--- src/rtsr_pkg.sv ---
`timescale 1ns / 1ps

package rtsr_pkg;

   // Field widths
   localparam int NUM_W  = 62;
   localparam int TIME_W = 64;
   localparam int CNT_W  = 6;
   localparam int OFS_W  = 6;
   localparam int EST_W  = 8;

   // Ring depth default
   localparam int DEPTH_DEFAULT = 64;

   // Function codes
   localparam logic [1:0] FUNC_ADD   = 2'd0;
   localparam logic [1:0] FUNC_FETCH = 2'd1;
   localparam logic [1:0] FUNC_CLEAR = 2'd2;

   typedef struct packed {
      logic [1:0]        func;
      logic [NUM_W-1:0]  pkt_num;
      logic [TIME_W-1:0] rx_stamp;
      logic [OFS_W-1:0]  fetch_offset;
   } req_type;

   typedef struct packed {
      logic              accepted;
      logic              fetch_ok;
      logic [NUM_W-1:0]  fetched_pkt_num;
      logic [TIME_W-1:0] fetched_time;
      logic [CNT_W-1:0]  entry_count;
      logic [EST_W-1:0]  estimate_bytes;
   } rsp_type;

   // Per-item status from the ring control to the output stage
   typedef struct packed {
      logic             accepted;
      logic             fetch_ok;
      logic             is_fetch;
      logic [CNT_W-1:0] entry_count;
      logic [EST_W-1:0] estimate_bytes;
   } meta_type;

endpackage

--- src/rtsr_ctrl.sv ---
`timescale 1ns / 1ps

module rtsr_ctrl #(
   parameter int DEPTH = rtsr_pkg::DEPTH_DEFAULT
) (
   input  logic                     clock,
   input  logic                     reset,
   input  logic                     take,
   input  rtsr_pkg::req_type        req,
   output logic                     wr_en,
   output logic [$clog2(DEPTH)-1:0] wr_addr,
   output logic [$clog2(DEPTH)-1:0] rd_addr,
   output rtsr_pkg::meta_type       meta
);
   import rtsr_pkg::*;

   localparam int PTR_W = $clog2(DEPTH);
   localparam int MC_W  = $clog2(DEPTH + 1);
   localparam int SUM_W = CNT_W + 1;

   logic             first_pending_ff, first_pending_in;
   logic [NUM_W-1:0] expected_ff, expected_in;
   logic [DEPTH-1:0] marks_ff, marks_in;
   logic [MC_W-1:0]  mark_cnt_ff, mark_cnt_in;
   logic [PTR_W-1:0] wr_ptr_ff, wr_ptr_in;
   logic [PTR_W-1:0] old_ptr_ff, old_ptr_in;
   logic [PTR_W-1:0] count_ff, count_in;

   logic [NUM_W-1:0] exp_eff;
   logic             is_add;
   logic             is_fetch;
   logic             do_add;
   logic             gap;
   logic             cur_mark;
   logic [PTR_W-1:0] wr_step;
   logic [PTR_W-1:0] old_step;
   logic [SUM_W-1:0] idx_sum;
   logic [SUM_W-1:0] idx_wrap;
   logic             fetch_ok;
   logic [EST_W:0]   est_sum;

   // Decode the item and work out the next ring state
   always_comb begin
      exp_eff  = first_pending_ff ? req.pkt_num : expected_ff;
      is_add   = (req.func == FUNC_ADD);
      is_fetch = (req.func == FUNC_FETCH);
      do_add   = is_add && (req.pkt_num >= exp_eff);
      gap      = (req.pkt_num != exp_eff);
      cur_mark = marks_ff[wr_ptr_ff];
      wr_step  = (wr_ptr_ff == PTR_W'(DEPTH - 1)) ? '0 : wr_ptr_ff + 1'b1;
      old_step = (old_ptr_ff == PTR_W'(DEPTH - 1)) ? '0 : old_ptr_ff + 1'b1;

      first_pending_in = first_pending_ff;
      expected_in      = expected_ff;
      marks_in         = marks_ff;
      mark_cnt_in      = mark_cnt_ff;
      wr_ptr_in        = wr_ptr_ff;
      old_ptr_in       = old_ptr_ff;
      count_in         = count_ff;

      unique case (req.func)
         FUNC_ADD: begin
            first_pending_in = 1'b0;
            if (do_add) begin
               marks_in[wr_ptr_ff] = gap;
               if (gap && !cur_mark) begin
                  mark_cnt_in = mark_cnt_ff + 1'b1;
               end else if (!gap && cur_mark) begin
                  mark_cnt_in = mark_cnt_ff - 1'b1;
               end
               wr_ptr_in   = wr_step;
               expected_in = req.pkt_num + 1'b1;
               if (wr_step == old_ptr_ff) begin
                  old_ptr_in = old_step;
               end
               if (count_ff != PTR_W'(DEPTH - 1)) begin
                  count_in = count_ff + 1'b1;
               end
            end
         end
         FUNC_CLEAR: begin
            marks_in    = '0;
            mark_cnt_in = '0;
            wr_ptr_in   = '0;
            old_ptr_in  = '0;
            count_in    = '0;
         end
         default: begin
         end
      endcase
   end

   // Fetch address: oldest plus offset, wrapped once
   always_comb begin
      fetch_ok = is_fetch && (req.fetch_offset < CNT_W'(count_ff));
      idx_sum  = {1'b0, CNT_W'(old_ptr_ff)} + {1'b0, req.fetch_offset};
      idx_wrap = (idx_sum >= SUM_W'(DEPTH)) ? idx_sum - SUM_W'(DEPTH) : idx_sum;
   end

   // ACK size estimate: 2 * marks + count + 6 when not empty
   always_comb begin
      est_sum = (EST_W + 1)'({mark_cnt_in, 1'b0}) + (EST_W + 1)'(count_in)
                + (EST_W + 1)'(6);
   end

   assign wr_en   = take && do_add;
   assign wr_addr = wr_ptr_ff;
   assign rd_addr = idx_wrap[PTR_W-1:0];

   always_comb begin
      meta.accepted       = do_add;
      meta.fetch_ok       = fetch_ok;
      meta.is_fetch       = is_fetch;
      meta.entry_count    = CNT_W'(count_in);
      meta.estimate_bytes = (count_in == '0) ? EST_W'(1) : est_sum[EST_W-1:0];
   end

   // Control state
   always_ff @(posedge clock) begin
      if (reset) begin
         first_pending_ff <= 1'b1;
         expected_ff      <= '0;
         marks_ff         <= '0;
         mark_cnt_ff      <= '0;
         wr_ptr_ff        <= '0;
         old_ptr_ff       <= '0;
         count_ff         <= '0;
      end else if (take) begin
         first_pending_ff <= first_pending_in;
         expected_ff      <= expected_in;
         marks_ff         <= marks_in;
         mark_cnt_ff      <= mark_cnt_in;
         wr_ptr_ff        <= wr_ptr_in;
         old_ptr_ff       <= old_ptr_in;
         count_ff         <= count_in;
      end
   end

`ifndef SYNTHESIS
   a_count_limit: assert property (@(posedge clock) disable iff (reset)
      count_ff <= PTR_W'(DEPTH - 1))
      else $error("entry count above ring capacity");

   a_mark_count: assert property (@(posedge clock) disable iff (reset)
      MC_W'($countones(marks_ff)) == mark_cnt_ff)
      else $error("running mark count out of step with marks");

   a_ptr_span: assert property (@(posedge clock) disable iff (reset)
      take && do_add |=> (count_ff != '0))
      else $error("stored packet left ring empty");
`endif

endmodule

--- config.mk ---
export PLATFORM = sky130hd
export DESIGN_NAME = rtsr_ctrl
export DESIGN_NICKNAME = d
export VERILOG_FILES = /design/src/rtsr_pkg.sv /design/src/rtsr_ctrl.sv
export SDC_FILE = /design/constraint.sdc
export NUM_CORES = 1
export LEC_CHECK = 0
export ABC_AREA = 1
export BUFFER_PORTS_ARGS = -buffer_cell sky130_fd_sc_hd__buf_2
export CAP_MARGIN = 10
export CORE_UTILIZATION = 65
export CTS_BUF_LIST = sky130_fd_sc_hd__clkbuf_4
export DETAILED_ROUTE_END_ITERATION = 6
export GPL_ROUTABILITY_DRIVEN = 0
export PLACE_DENSITY = 0.95
export SLEW_MARGIN = 40
export SYNTH_ARGS = -nofsm -noshare
export SYNTH_HDL_FRONTEND = slang
export SYNTH_SLANG_ARGS = --single-unit
--- constraint.sdc ---
create_clock -name clock -period 17.6 [get_ports clock]
set_input_delay 4.4 -clock clock [delete_from_list [all_inputs] [get_ports clock]]
set_output_delay 4.4 -clock clock [all_outputs]
set_load 0.1 [all_outputs]
## Word-level counts from Yosys, hierarchy flattened

Index checks and enable logic that the tools add are counted.

| word-level totals | value |
|---|---|
| bits in registers | 152 |
| input port bits | 137 |
| word-level logic and storage cells | 70 |

| cells by class | value |
|---|---|
| add/subtract/negate cells | 10 |
| $lt $le $gt $ge | 5 |
| eq/ne operators | 9 |
| muxes and demuxes | 24 |
| reduce and logical (&&, ||, !) cells | 15 |

Operators by type and width:

| operator | number |
|---|---|
| $pmux W64 S2 | 1 |
| $bwmux W64 | 1 |
| $mux W64 | 1 |
| $add A62 B1 Y62 const B | 1 |
| $ge A62 B62 Y1 | 1 |
| $mux W62 | 1 |
| $ne A62 B62 Y1 | 1 |
| $mux W6 | 8 |
| $pmux W6 S2 | 3 |
| $mux W7 | 3 |
| $add A6 B1 Y6 const B | 3 |
| $pmux W7 S2 | 1 |
| $eq A6 B6 Y1 const B | 2 |
| $add A8 B3 Y8 const B | 1 |
| $add A8 B6 Y8 | 1 |
| $mux W8 | 1 |
| $add A6 B6 Y7 | 1 |
| $add A7 B1 Y7 const B | 1 |
| $ge A7 B7 Y1 const B | 1 |
| $lt A6 B7 Y1 const B | 1 |
| $sub A7 B1 Y7 const B | 1 |
| $bmux W1 S6 | 1 |
| $demux W1 S6 | 1 |
| $eq A6 B6 Y1 | 1 |
| other kinds (16) | 25 |

## Logic depth before layout (Yosys ltp)

| logic depth | value |
|---|---|
| word-level depth | 11 |
| gate-level depth with buffers | 36 |

## Least setup slack after synthesis

Ideal clock, no wire load.

| timing | value |
|---|---|
| path type | in2out |
| from | input req[129] (netlist name) |
| to | output meta[7] (netlist name) |
| data arrival time | 9.465 ns |
| required time | 13.200 ns |
| setup slack | 3.735 ns |
| stages on the path | 30 |
| buffers on the path | 1 |
| cells stage by stage | inv_1 -> nand2_1 -> o21ai_0 -> ha_1 -> nand2_1 -> nor2_1 -> nand2_2 -> nor2_4 -> inv_2 -> nor3b_2 -> nand2_1 -> nand2_2 -> buf_4 -> nand2_1 -> nand2_1 -> nand2_1 -> nand2_1 -> ha_1 -> ha_1 -> a21oi_1 -> inv_1 -> a31oi_1 -> nor2_1 -> nor2_1 -> inv_1 -> a21oi_1 -> inv_1 -> nand2_1 -> nand2_1 -> nor2_1 |

RTL lines:

| what | line | RTL |
|---|---|---|
| from (decl) | rtsr_ctrl.sv:9 | `input rtsr_pkg::req_type req,` |
| to (decl) | rtsr_ctrl.sv:13 | `output rtsr_pkg::meta_type meta` |

==> summary.txt <==
Hold path
  – Worst hold path type: reg2reg

Logic synthesis
  – Main combinational cell family by area after synthesis: simple AND/OR/NAND/NOR gates
  – Asr flop ratio synth: 0%
  – Syn. warnings: 0
  – Post-synth EDFFs: 0
  – Adder-cell area share of the yosys netlist: under 10%
  – Synth unique cells: 48
  – Synth Area in Compound Gates: 18.0%
  – Area share of xor/xnor cells in the synthesized design: approximately 5.8%
  – Post-synthesis mux area share: 1.16%
  – Mapped Nets: roughly 2100
  – Synthesized area: 12000 um^2
  – Synth Area per Inst: about 6.3 um^2
  – Synth Flop Type: dfxtp_1
  – Cells after Synth: between 1500 and 2000
  – Seq cells post-synth: 152
  – Post-Synth Simple-Gate Area: a little under a third
  – Post-synthesis sequential area ratio: between 20% and 30%

Floorplan
  – Rows: slightly below 50
  – Die width: 138 um
  – Core area: 18000 um^2
  – Initial core utilization: about two thirds
  – Die height: 138 um
  – Io pins: between 150 and 200
  – Die Area: 19100 um^2

Finish
  – Commonest cells after routing, fill and taps aside: nand2_1 (387), nor2_1 (313), o21ai_0 (204), inv_1 (203), a21oi_1 (155)
  – Commonest non-fill, non-tap cell in the layout: nand2_1
  – Final #Nets: 2193
  – Layout cells sized above 1: roughly a tenth
  – Layout area overhead: 6.53%
  – Post-layout util: 71.1%

Global routing
  – Initial antenna violation count: 1
  – Vias in the first global route: 12000
  – First-pass GRT wire length: 54500 um
  – Largest net degree at the start of global routing: 94
  – GRT Overall Usage: 33.8%
  – Total gr overflow: 0

STA
  – Skew final: around 20 ps
  – Final min period: 13480 ps
  – Fin. max-slew vios: 0
  – Fin Setup TNS: 0 ps
  – RSZ-0062 raised after global routing: false
  – Endpoints failing hold: 0
  – Slew at the pin with the worst max-slew slack: around 800 ps
  – Max Clock Freq: 74.2 MHz
  – Setup-failing EPs final: 0
  – Slew margin rel.: 45.9%
  – Period utilization: roughly 77%

Setup path
  – Reg2reg path depth: 22
  – Crit path required time: 13200 ps
  – Worst r2r dst: marks_ff[15]
  – Critical path type: in2out
  – Data arrival, critical path: slightly above 9000 ps
  – Worst reg-to-reg setup slack: around 13000 ps
  – Crit path largest cell delay: approximately 430 ps
  – Crit path from: req[91]
  – CP delay by family, top: simple AND/OR/NAND/NOR gates
  – Critical Path Fanout Max: 12
  – CP Capture Point: meta[7]
  – Reg2reg start: first_pending_ff
  – Stages on worst setup path: 31
  – CP Buf/Inv Count: 7
  – Crit path max-delay cell type: buf_2
  – Critical path launch point type: input port
  – Crit path capture type: output port

Drt
  – Routed length per instance: between 10 and 15 um
  – Metal3 WL: about 2900 um
  – Met2 WL: about 15000 um
  – Met1 Wirelength: about 13000 um
  – Initial drt markers: between 1000 and 1500
  – DRC: 3
  – Top Layer Used: met4
  – Vias/cell: 5.89
  – Post-route ant nets: 0
  – Drt pass-1 iters: 7
  – Drt total wl: ~32000 um
  – DR vias: ~13000

Clocking
  – Clk sink count: roughly 150
  – Hold_buf cts: 0
  – Reg clk slew, reported paths: roughly 140 ps
  – CTS tree: done
  – Clock Latency Late Sink: 600 ps
  – Clk root buf: clkbuf_4
  – Htree depth: 4
  – Resize count post-CTS: 0
  – Bufs on Longest Clock Path: 2
  – CTS Buf Count: 17
  – Setup bufs post-CTS: 0

Pwr
  – Leak Pwr: a little under 6 nW
  – PwrDens: slightly below 70 nW/um^2
  – Worst ir drop on vdd: 0.0677 mV

Run
  – Max capacitance violation total: 0

Placement
  – Port bufs: between 100 and 150
  – Post-DP HPWL: about 23000 um

Status
  – Failing checks: DRC
  – Outcome: complete, but fails checks
==> where the power goes <==
group	internal [mW]	switching (mW)	total, mW
logic	0.0793	0.223	0.303
clock network	0.0607	0.145	0.206
registers	0.355	0.00978	0.365
==> cells in the mapped netlist (all sizes together), types with 18 or more instances <==
| master | instances | area, um^2 |
|---|---|---|
| a21oi | 155 | 776 |
| buf | 28 | 195 |
| clkbuf | 52 | 195 |
| dfxtp | 152 | 3040 |
| ha | 88 | 1100 |
| inv | 213 | 800 |
| nand2 | 396 | 1520 |
| nand3 | 64 | 330 |
| nand4 | 23 | 150 |
| nor2 | 325 | 1260 |
| nor3 | 40 | 216 |
| o211ai | 18 | 135 |
| o21ai | 213 | 1070 |
| xor2 | 69 | 604 |
==> sequential cells by signal (all words and copies together), names as in the netlist <==
register and count:
marks_ff 64, expected_ff 62, mark_cnt_ff 7, count_ff 6
old_ptr_ff 6, wr_addr 6, first_pending_ff 1
==> worst reg2reg max path, cell delays in order, from the launching register on <==
cell     delay, ps
dfxtp_4        590
buf_12         280
inv_1          220
nand2_1        100
o21ai_0         80
ha_1           280
nand2_1         60
inv_1           50
nand2_1         60
nor2_1         180
nand2_1        100
nor2_1         100
nand3_1        120
nand3_1        100
nor2_1          50
nand2_2        230
nand2_2        110
nand2_4         90
nand2_4        380
nor3_4         280
buf_4          580
nand2_1        180
a21oi_1        180
==> worst min-delay path by stage <==
stage	from	end	slack, ps	depth (start not counted)
global placement	expected_ff[10]	expected_ff[10]	440	2
floorplan	expected_ff[10]	expected_ff[10]	430	2
global route	expected_ff[10]	expected_ff[10]	490	2
CTS	expected_ff[10]	expected_ff[10]	460	2
finish	expected_ff[10]	expected_ff[10]	460	2
detailed placement	expected_ff[10]	expected_ff[10]	440	2
==> area by class of cell <==
cell class	count	area (um^2)
multi-input combinational	1469	7800
tap	229	287
antenna	2	5.00
sequential	152	3050
fill	1457	5210
clock inverter	14	116
timing repair buffer	112	626
inverter	214	803
clock buffer	18	135
==> layer usage <==
layer / up-vias / global-route usage [%]
met5: - / 0
met4: 0 / 17.1
met3: 114 / 5.61
met2: 673 / 54.9
met1: 5883 / 43.4
li1: 6338 / -
==> stage by stage <==
step           worst slack [ps]  cells  power [mW]  hold slack, ps  instance area [um^2]
2_1_floorplan              3740   1915       0.602             430                 12000
3_3_place_gp               4380   2174       0.657             440                 12500
3_5_place_dp               4320   2176       0.668             443                 12600
4_1_cts                    4290   2208       0.871             462                 12800
5_1_grt                    3790   2209       0.917             491                 12800
6_report                   4120   2210       0.874             463                 12800
==> cell families after synthesis <==
logic type               Yosys count
multiplexers                      14
XOR/XNOR                          79
buffers and inverters            294
adder cells (fa/ha/maj)           90
flip-flops                       152
AO/OA/AOI/OAI                    411
AND/OR/NAND/NOR                  875
Note: power is estimated with default switching activity, not from simulation.
